**src/rtl/pcfc_pkg.sv**
```systemverilog
`timescale 1ns / 1ps
// ----------------------------------------------------------------------------
// Pixel color format converter package
// Shared types, constants and the fixed palette for the converter.
// ----------------------------------------------------------------------------
package pcfc_pkg;

    localparam int PALETTE_ENTRIES = 256;
    localparam int IDX_W           = 8;
    localparam int DIST_W          = 18;
    localparam int WORD_W          = 32;

    typedef enum logic [1:0] {
        MODE_PAL8     = 2'd0,
        MODE_RGB565   = 2'd1,
        MODE_RGB888   = 2'd2,
        MODE_RGBA8888 = 2'd3
    } color_mode_t;

    typedef enum logic {
        CMD_PACK   = 1'b0,
        CMD_UNPACK = 1'b1
    } conv_cmd_t;

    typedef enum logic {
        ST_IDLE   = 1'b0,
        ST_SEARCH = 1'b1
    } ctrl_state_t;

    localparam color_mode_t MODE_RESET = MODE_RGBA8888;

    typedef struct packed {
        logic load_direct;
        logic start_search;
        logic step_search;
        logic finish_search;
    } dp_cmd_t;

    typedef struct packed {
        logic search_needed;
        logic search_last;
    } dp_status_t;

    // Fixed VGA palette; entries from 64 upward are black.
    function automatic logic [23:0] palette_entry(input logic [IDX_W-1:0] idx);
        logic [23:0] e;
        e = 24'h000000;
        if (idx < IDX_W'(64)) begin
            case (idx[5:0])
                6'd0:  e = 24'h000000;  6'd1:  e = 24'h0000A8;
                6'd2:  e = 24'h00A800;  6'd3:  e = 24'h00A8A8;
                6'd4:  e = 24'hA80000;  6'd5:  e = 24'hA800A8;
                6'd6:  e = 24'hA8A800;  6'd7:  e = 24'hA8A8A8;
                6'd8:  e = 24'h000057;  6'd9:  e = 24'h0000FF;
                6'd10: e = 24'h00A857;  6'd11: e = 24'h00A8FF;
                6'd12: e = 24'hA80057;  6'd13: e = 24'hA80057;
                6'd14: e = 24'hA8A857;  6'd15: e = 24'hA8A8FF;
                6'd16: e = 24'h005700;  6'd17: e = 24'h0057A8;
                6'd18: e = 24'h00FF00;  6'd19: e = 24'h00FFA8;
                6'd20: e = 24'hA85700;  6'd21: e = 24'hA857A8;
                6'd22: e = 24'hA8FF00;  6'd23: e = 24'hA8FFA8;
                6'd24: e = 24'h005757;  6'd25: e = 24'h0057FF;
                6'd26: e = 24'h00FF57;  6'd27: e = 24'h00FFFF;
                6'd28: e = 24'hA85757;  6'd29: e = 24'hA857FF;
                6'd30: e = 24'hA8FF57;  6'd31: e = 24'hA8FFFF;
                6'd32: e = 24'h570000;  6'd33: e = 24'h5700A8;
                6'd34: e = 24'h57A800;  6'd35: e = 24'h57A8A8;
                6'd36: e = 24'hFF0000;  6'd37: e = 24'hFF00A8;
                6'd38: e = 24'hFFA800;  6'd39: e = 24'hFFA8A8;
                6'd40: e = 24'h570057;  6'd41: e = 24'h5700FF;
                6'd42: e = 24'h57A857;  6'd43: e = 24'h57A8FF;
                6'd44: e = 24'hFF0057;  6'd45: e = 24'hFF00FF;
                6'd46: e = 24'hFFA857;  6'd47: e = 24'hFFA8FF;
                6'd48: e = 24'h575700;  6'd49: e = 24'h5757A8;
                6'd50: e = 24'h57FF00;  6'd51: e = 24'h57FFA8;
                6'd52: e = 24'hFF5700;  6'd53: e = 24'hFF57A8;
                6'd54: e = 24'hFFFF00;  6'd55: e = 24'hFFFFA8;
                6'd56: e = 24'h575757;  6'd57: e = 24'h5757FF;
                6'd58: e = 24'h57FF57;  6'd59: e = 24'h57FFFF;
                6'd60: e = 24'hFF5757;  6'd61: e = 24'hFF57FF;
                6'd62: e = 24'hFFFF57;  6'd63: e = 24'hFFFFFF;
                default: e = 24'h000000;
            endcase
        end
        return e;
    endfunction

endpackage

```
**src/rtl/pcfc_ctrl.sv**
```systemverilog
`timescale 1ns / 1ps
// ----------------------------------------------------------------------------
// Pixel color format converter controller
// Sequences the input handshake, the palette search and the output register.
// ----------------------------------------------------------------------------
module pcfc_ctrl
    import pcfc_pkg::*;
(
    input  logic       clk,
    input  logic       rst_n,
    input  logic       in_valid,
    output logic       in_ready,
    output logic       out_valid,
    input  logic       out_ready,
    input  dp_status_t status,
    output dp_cmd_t    cmd
);

    ctrl_state_t state_reg, state_next;
    logic        out_valid_reg, out_valid_next;
    logic        accept;

    always_ff @(posedge clk or negedge rst_n)
    begin
        if (!rst_n)
        begin
            state_reg     <= ST_IDLE;
            out_valid_reg <= 1'b0;
        end
        else
        begin
            state_reg     <= state_next;
            out_valid_reg <= out_valid_next;
        end
    end

    // A new word may enter while the held result is taken in the same cycle.
    assign in_ready  = (state_reg == ST_IDLE) && (!out_valid_reg || out_ready);
    assign accept    = in_valid && in_ready;
    assign out_valid = out_valid_reg;

    always_comb
    begin
        state_next = state_reg;
        cmd        = '0;
        case (state_reg)
            ST_IDLE:
            begin
                if (accept)
                begin
                    if (status.search_needed)
                    begin
                        cmd.start_search = 1'b1;
                        state_next       = ST_SEARCH;
                    end
                    else
                    begin
                        cmd.load_direct = 1'b1;
                    end
                end
            end
            ST_SEARCH:
            begin
                cmd.step_search = 1'b1;
                if (status.search_last)
                begin
                    cmd.finish_search = 1'b1;
                    state_next        = ST_IDLE;
                end
            end
            default:
            begin
                state_next = ST_IDLE;
            end
        endcase
    end

    always_comb
    begin
        if (cmd.load_direct || cmd.finish_search)
        begin
            out_valid_next = 1'b1;
        end
        else if (out_ready)
        begin
            out_valid_next = 1'b0;
        end
        else
        begin
            out_valid_next = out_valid_reg;
        end
    end

    a_no_accept_in_search: assert property (@(posedge clk) disable iff (!rst_n)
        state_reg == ST_SEARCH |-> !in_ready)
        else $error("input accepted during palette search");

    a_slot_free_at_finish: assert property (@(posedge clk) disable iff (!rst_n)
        cmd.finish_search |-> !out_valid_reg)
        else $error("search finished while a result was still held");

    a_search_entered: assert property (@(posedge clk) disable iff (!rst_n)
        cmd.start_search |=> state_reg == ST_SEARCH && !out_valid_reg)
        else $error("palette search did not start");

    a_search_continues: assert property (@(posedge clk) disable iff (!rst_n)
        state_reg == ST_SEARCH && !status.search_last |=> state_reg == ST_SEARCH)
        else $error("palette search ended early");

endmodule

```
**src/rtl/pcfc_datapath.sv**
```systemverilog
`timescale 1ns / 1ps
// ----------------------------------------------------------------------------
// Pixel color format converter datapath
// Holds the mode register, the direct pack and unpack logic, the palette
// distance unit with its running best, and the result register.
// ----------------------------------------------------------------------------
module pcfc_datapath
    import pcfc_pkg::*;
(
    input  logic              clk,
    input  logic              rst_n,
    input  logic              cfg_we,
    input  logic [1:0]        cfg_wdata,
    input  logic              cmd_in,
    input  logic [7:0]        red_in,
    input  logic [7:0]        green_in,
    input  logic [7:0]        blue_in,
    input  logic [7:0]        alpha_in,
    input  logic [WORD_W-1:0] packed_in,
    input  dp_cmd_t           cmd,
    output dp_status_t        status,
    output logic [WORD_W-1:0] packed_out,
    output logic [7:0]        red_out,
    output logic [7:0]        green_out,
    output logic [7:0]        blue_out,
    output logic [7:0]        alpha_out
);

    color_mode_t       mode_reg;
    logic [7:0]        r_reg, g_reg, b_reg;
    logic [IDX_W-1:0]  idx_reg, best_idx_reg;
    logic [DIST_W-1:0] best_dist_reg;
    logic [WORD_W-1:0] packed_reg, packed_next;
    logic [7:0]        red_reg, green_reg, blue_reg, alpha_reg;
    logic [7:0]        red_next, green_next, blue_next, alpha_next;

    logic [23:0]       entry;
    logic [DIST_W-1:0] entry_dist;
    logic              better;
    logic [IDX_W-1:0]  win_idx;
    logic [23:0]       lut_entry;

    function automatic logic [15:0] sq_diff(input logic [7:0] a, input logic [7:0] b);
        logic [7:0] d;
        d = (a > b) ? (a - b) : (b - a);
        return 16'(d) * 16'(d);
    endfunction

    always_ff @(posedge clk or negedge rst_n)
    begin
        if (!rst_n)
        begin
            mode_reg <= MODE_RESET;
        end
        else if (cfg_we)
        begin
            mode_reg <= color_mode_t'(cfg_wdata);
        end
    end

    assign status.search_needed = (conv_cmd_t'(cmd_in) == CMD_PACK) && (mode_reg == MODE_PAL8);
    assign status.search_last   = (idx_reg == IDX_W'(PALETTE_ENTRIES - 1));

    // One palette entry is scored per cycle; ties keep the earlier index.
    assign entry      = palette_entry(idx_reg);
    assign entry_dist = DIST_W'(sq_diff(r_reg, entry[23:16]))
                      + DIST_W'(sq_diff(g_reg, entry[15:8]))
                      + DIST_W'(sq_diff(b_reg, entry[7:0]));
    assign better     = (entry_dist < best_dist_reg);
    assign win_idx    = better ? idx_reg : best_idx_reg;

    always_ff @(posedge clk)
    begin
        if (cmd.start_search)
        begin
            r_reg         <= red_in;
            g_reg         <= green_in;
            b_reg         <= blue_in;
            idx_reg       <= '0;
            best_idx_reg  <= '0;
            best_dist_reg <= '1;
        end
        else if (cmd.step_search)
        begin
            idx_reg       <= idx_reg + IDX_W'(1);
            best_idx_reg  <= win_idx;
            if (better)
            begin
                best_dist_reg <= entry_dist;
            end
        end
    end

    // Unpack lookup: indices beyond the palette read as black.
    always_comb
    begin
        if ({1'b0, packed_in[IDX_W-1:0]} < (IDX_W + 1)'(PALETTE_ENTRIES))
        begin
            lut_entry = palette_entry(packed_in[IDX_W-1:0]);
        end
        else
        begin
            lut_entry = 24'h000000;
        end
    end

    always_comb
    begin
        packed_next = '0;
        red_next    = '0;
        green_next  = '0;
        blue_next   = '0;
        alpha_next  = '0;
        if (cmd.finish_search)
        begin
            packed_next = WORD_W'(win_idx);
        end
        else if (conv_cmd_t'(cmd_in) == CMD_PACK)
        begin
            case (mode_reg)
                MODE_RGB565:
                    packed_next = {16'h0000, red_in[7:3], green_in[7:2], blue_in[7:3]};
                MODE_RGB888:
                    packed_next = {8'h00, red_in, green_in, blue_in};
                MODE_RGBA8888:
                    packed_next = {red_in, green_in, blue_in, alpha_in};
                default:
                    packed_next = '0;
            endcase
        end
        else
        begin
            alpha_next = 8'hFF;
            case (mode_reg)
                MODE_PAL8:
                begin
                    red_next   = lut_entry[23:16];
                    green_next = lut_entry[15:8];
                    blue_next  = lut_entry[7:0];
                end
                MODE_RGB565:
                begin
                    red_next   = {packed_in[15:11], 3'b000};
                    green_next = {packed_in[10:5], 2'b00};
                    blue_next  = {packed_in[4:0], 3'b000};
                end
                MODE_RGB888:
                begin
                    red_next   = packed_in[23:16];
                    green_next = packed_in[15:8];
                    blue_next  = packed_in[7:0];
                end
                default:
                begin
                    red_next   = packed_in[31:24];
                    green_next = packed_in[23:16];
                    blue_next  = packed_in[15:8];
                    alpha_next = packed_in[7:0];
                end
            endcase
        end
    end

    always_ff @(posedge clk)
    begin
        if (cmd.load_direct || cmd.finish_search)
        begin
            packed_reg <= packed_next;
            red_reg    <= red_next;
            green_reg  <= green_next;
            blue_reg   <= blue_next;
            alpha_reg  <= alpha_next;
        end
    end

    assign packed_out = packed_reg;
    assign red_out    = red_reg;
    assign green_out  = green_reg;
    assign blue_out   = blue_reg;
    assign alpha_out  = alpha_reg;

    a_search_count: assert property (@(posedge clk) disable iff (!rst_n)
        cmd.step_search && !status.search_last |=> idx_reg == $past(idx_reg) + IDX_W'(1))
        else $error("palette index did not advance");

    a_best_monotonic: assert property (@(posedge clk) disable iff (!rst_n)
        cmd.step_search |=> best_dist_reg <= $past(best_dist_reg))
        else $error("best distance grew during search");

    a_best_not_ahead: assert property (@(posedge clk) disable iff (!rst_n)
        cmd.step_search |-> best_idx_reg <= idx_reg)
        else $error("best index ahead of search index");

endmodule

```
**src/rtl/pixel_color_format_converter.sv**
```systemverilog
`timescale 1ns / 1ps
// ----------------------------------------------------------------------------
// Pixel color format converter
// Converts between RGBA components and 8/16/24/32-bit framebuffer words.
// ----------------------------------------------------------------------------
// Timing: pack, unpack and palette lookup give the result in the cycle after
// the input word is accepted; a nearest-palette pack in 8-bit mode gives it
// once 256 entries are scored one per cycle by a single unit. Direct words
// go at one per cycle while out_ready is high; none enters during a search.
// Reset clears the handshake state and sets 32-bit mode.
// ----------------------------------------------------------------------------
module pixel_color_format_converter
    import pcfc_pkg::*;
(
    input  logic              clk,
    input  logic              rst_n,
    input  logic              cfg_we,
    input  logic [1:0]        cfg_wdata,
    input  logic              in_valid,
    output logic              in_ready,
    input  logic              cmd,
    input  logic [7:0]        red_in,
    input  logic [7:0]        green_in,
    input  logic [7:0]        blue_in,
    input  logic [7:0]        alpha_in,
    input  logic [WORD_W-1:0] packed_in,
    output logic              out_valid,
    input  logic              out_ready,
    output logic [WORD_W-1:0] packed_out,
    output logic [7:0]        red_out,
    output logic [7:0]        green_out,
    output logic [7:0]        blue_out,
    output logic [7:0]        alpha_out
);

    dp_cmd_t    dp_cmd;
    dp_status_t dp_status;

    pcfc_ctrl u_ctrl (
        .clk       (clk),
        .rst_n     (rst_n),
        .in_valid  (in_valid),
        .in_ready  (in_ready),
        .out_valid (out_valid),
        .out_ready (out_ready),
        .status    (dp_status),
        .cmd       (dp_cmd)
    );

    pcfc_datapath u_datapath (
        .clk        (clk),
        .rst_n      (rst_n),
        .cfg_we     (cfg_we),
        .cfg_wdata  (cfg_wdata),
        .cmd_in     (cmd),
        .red_in     (red_in),
        .green_in   (green_in),
        .blue_in    (blue_in),
        .alpha_in   (alpha_in),
        .packed_in  (packed_in),
        .cmd        (dp_cmd),
        .status     (dp_status),
        .packed_out (packed_out),
        .red_out    (red_out),
        .green_out  (green_out),
        .blue_out   (blue_out),
        .alpha_out  (alpha_out)
    );

endmodule
```
**config.mk**
```make
export PLATFORM = sky130hd
export DESIGN_NAME = pixel_color_format_converter
export DESIGN_NICKNAME = d
export VERILOG_FILES = /design/src/rtl/pcfc_pkg.sv /design/src/rtl/pcfc_ctrl.sv /design/src/rtl/pcfc_datapath.sv /design/src/rtl/pixel_color_format_converter.sv
export SDC_FILE = /design/constraint.sdc
export NUM_CORES = 1
export LEC_CHECK = 0
export ABC_AREA = 1
export BUFFER_PORTS_ARGS = -buffer_cell sky130_fd_sc_hd__buf_2
export CORE_ASPECT_RATIO = 0.9
export CORE_MARGIN = 5
export CORE_UTILIZATION = 30
export DETAILED_ROUTE_END_ITERATION = 12
export PLACE_DENSITY = 0.44
export SYNTH_ARGS = -nofsm -noshare
export SYNTH_HDL_FRONTEND = slang
export SYNTH_SLANG_ARGS = --single-unit
```
**constraint.sdc**
```tcl
create_clock -name clk -period 16.3 [get_ports clk]
set_clock_uncertainty 0.15 [all_clocks]
set_input_delay 3.26 -clock clk [delete_from_list [all_inputs] [get_ports clk]]
set_output_delay 3.26 -clock clk [all_outputs]
set_load 0.005 [all_outputs]
```
==> summary.md <==
| Metric | Value |
|---|---|
| Routed vias | between 10000 and 15000 |
| EDFF count, synth | between 80 and 90 |
| Syn avg cell area | roughly 8 µm² |
| Startpoint types | flip-flop |
| Max reg flops | 32 |
| Worst-path maximum fanout | 35 |
| Cell at the slowest stage of the critical path | nand4_2 |
| Critical path required time | 16.51 ns |
| IO Count | 138 |
| Critical path buffers and inverters | 12 |
| Most frequent CP cell | nand2_1 |
| Worst-path clk slew | roughly 0.06 ns |
| TritonCTS clock tree | done |
| Unique masters post-synth | 52 |
| Synthesized area | between 0.01 and 0.015 mm² |
| Initial antenna violation count | 4 |
| Power Density | 51.1 mW/mm² |
| Sequential area share after synthesis | 0.250 |
| Clock buffer count from CTS | 17 |
| Multi-input gate area | ~0.009 mm² |
| PortBufs | between 100 and 150 |
| Post-cts gate resize count | 0 |
| # DRC | 0 |
| Fillcell total | roughly 5000 |
| Root buffer cell | clkbuf_16 |
| Routed len/inst | 15.7 µm |
| GRT Total Usage | 0.155 |
| MaxCap Viol Count | 0 |
| Clock Sinks | around 130 |
| Die area | roughly 0.052 mm² |
| Post-CTS Setup Bufs | 0 |
| Synth Flop Type | edfxtp_1 |
| Worst VDD drop | between 0.06 and 0.07 mV |
| Layout cells sized above 1 | 0.134 |
| Die width | 239 µm |
| Max frequency | roughly 0.08 GHz |
| Antenna viol nets, final | 0 |
| Final WL | around 40000 µm |
| Post-route setup TNS | 0 ns |
| Core footprint | 0.0467 mm² |
| Worst setup EP type | flip-flop |
| Top-area cell type share of the netlist area | 0.186 |
| Vias in the first global route | around 12000 |
| Final Core Density | 0.346 |
| Worst-Skew Late Latency | 0.43 ns |
| Yosys top cell by area | edfxtp_1 |
| Area contributors post-synth | edfxtp_1 (19%), fa_1 (17%), ha_1 (14%) |
| Setup CP Type | flip-flop to flip-flop |
| CP arrival | 13.05 ns |
| Min Hold Slack | between 0.3 and 0.4 ns |
| Most common library cells after synthesis | nand2_1 (392), inv_1 (373), nor2_1 (159) |
| First drt pass iteration count | 6 |
| Die Ht | around 220 µm |
| Most common cell in the netlist | nand2_1 |
| Final setup fails | 0 |
| # rows | 75 |
| Yosys reg bits | 132 |
| Run status | completed |
| Async set-reset flop share out of synthesis | 0.0303 |
| Fin crit period | ~13 ns |
| Peak per-stage delay on the critical path | 0.80 ns |
| # H-tree levels | 4 |
| Worst slew margin | 0.303 |
| HPWL Detailed | 33400 µm |
| Largest net degree at the start of global routing | 61 |
| Final #Nets | ~2300 |
| Worst-Margin Slew | ~1.0 ns |
| Final worst-path cycle share | 0.787 |
| Max-slew violations | 0 |
| Max clock buf depth | 2 |
| First-pass GRT wire length | around 65000 µm |
| Initial core utilization | 0.304 |
| Sequential cell area | 0.00355 mm² |
| Routability-driven placement congestion ratio | 0.902 |
| Static Leak | ~8.3 nW |
| Hold Fails Final Rpt | 0 |
| Area added between synthesis and finish | 13.8% |
| Vias per Instance | 4.52 |
| # hold bufs at CTS | 0 |
| RSZ-0062 raised after global routing | false |
| Hold Crit Class | flip-flop to flip-flop |
| Top delay family on crit path | adder cells |
| Synth Instances | 1784 |
| Yosys warning count | 0 |
| Grt ovf | 0 |
| Net Count, Synth | about 2100 |
| Iter 0 DRT Violations | 569 |
## path summary, 6_finish.rpt
kind                                                                 from                                        end  slack [ns]  cells after the start
worst max-delay path                   u_datapath.idx_reg[7]$_SDFFE_PP0P_   u_datapath.best_dist_reg[8]$_SDFFE_PP1P_        3.47                     55
worst max register to register         u_datapath.idx_reg[7]$_SDFFE_PP0P_   u_datapath.best_dist_reg[8]$_SDFFE_PP1P_        3.47                     55
worst min register to register  u_datapath.best_dist_reg[15]$_SDFFE_PP1P_  u_datapath.best_dist_reg[15]$_SDFFE_PP1P_        0.31                      2
min in group asynchronous                                           rst_n               u_ctrl.out_valid$_DFFE_PN0P_        2.48                      1
worst min-delay path            u_datapath.best_dist_reg[15]$_SDFFE_PP1P_  u_datapath.best_dist_reg[15]$_SDFFE_PP1P_        0.31                      2
max in group asynchronous                                           rst_n         u_datapath.mode_reg[0]$_DFFE_PN1P_       13.30                      1
## kinds of logic (layout without fill, tap and decap cells)
group           after synthesis  in the layout  synth area share
buf+inv                     424            565             0.116
other cells                   0              3                 0
simple gates                700            700             0.211
xor+xnor                     50             50            0.0308
flops                       132            132             0.250
fa+ha+maj                   276            276             0.307
compound gates              202            202            0.0858
## stage by stage
stage / cells / setup WS [ns] / power, mW / cell area (µm²)
finish: 2544 / 3.47 / 0.825 / 16200
global route: 2541 / 2.30 / 0.856 / 16200
CTS: 2541 / 3.45 / 0.835 / 16200
detailed placement: 2509 / 3.47 / 0.421 / 15500
global placement: 2509 / 3.75 / 0.421 / 15500
floorplan: 1784 / 5.43 / 0.394 / 14200
## power breakdown
group | switching (mW) | leakage, nW | internal [mW]
Clock | 0.163 | 0.306 | 0.249
Combinational | 0.0358 | 6.79 | 0.0182
Sequential | 0.00103 | 1.18 | 0.358
Total | 0.199 | 8.27 | 0.626
## tightest hold or removal path: cells and delay by family (launching register included)
| family | cells | cell delay [ns] |
|---|---|---|
| AND/OR/NAND/NOR | 1 | 0.05 |
| flip-flops | 1 | 0.32 |
| AO/OA/AOI/OAI | 1 | 0.06 |
## cell usage in the layout, fill, tap and decap left out, drive strengths merged, types with 19 or more instances in the layout
master	synthesis	routed
buf	19	141
nand3	67	67
a221oi	19	19
a21oi	96	96
dfxtp	40	40
o21ai	48	48
fa	121	121
inv	390	397
nand2	422	422
edfxtp	88	88
xor2	38	38
ha	155	155
nor2	173	173
## routing by layer
layer,global-route usage,vias up,routed length [µm],share of wire
met4,0.0289,6,528,0.013
met2,0.247,262,17900,0.45
met5,0,-,29,0.00073
li1,-,5835,-,-
met1,0.215,5354,18900,0.47
met3,0.0399,40,2490,0.062
## cell type report
type | count | area share
multi-input combinational | 1228 | 0.558
antenna | 3 | 0.000464
tap | 616 | 0.0477
timing repair buffer | 141 | 0.0443
sequential | 132 | 0.219
inverter | 392 | 0.0915
clock buffer | 18 | 0.0272
clock inverter | 14 | 0.0118
Note: power is estimated with default switching activity, not from simulation.
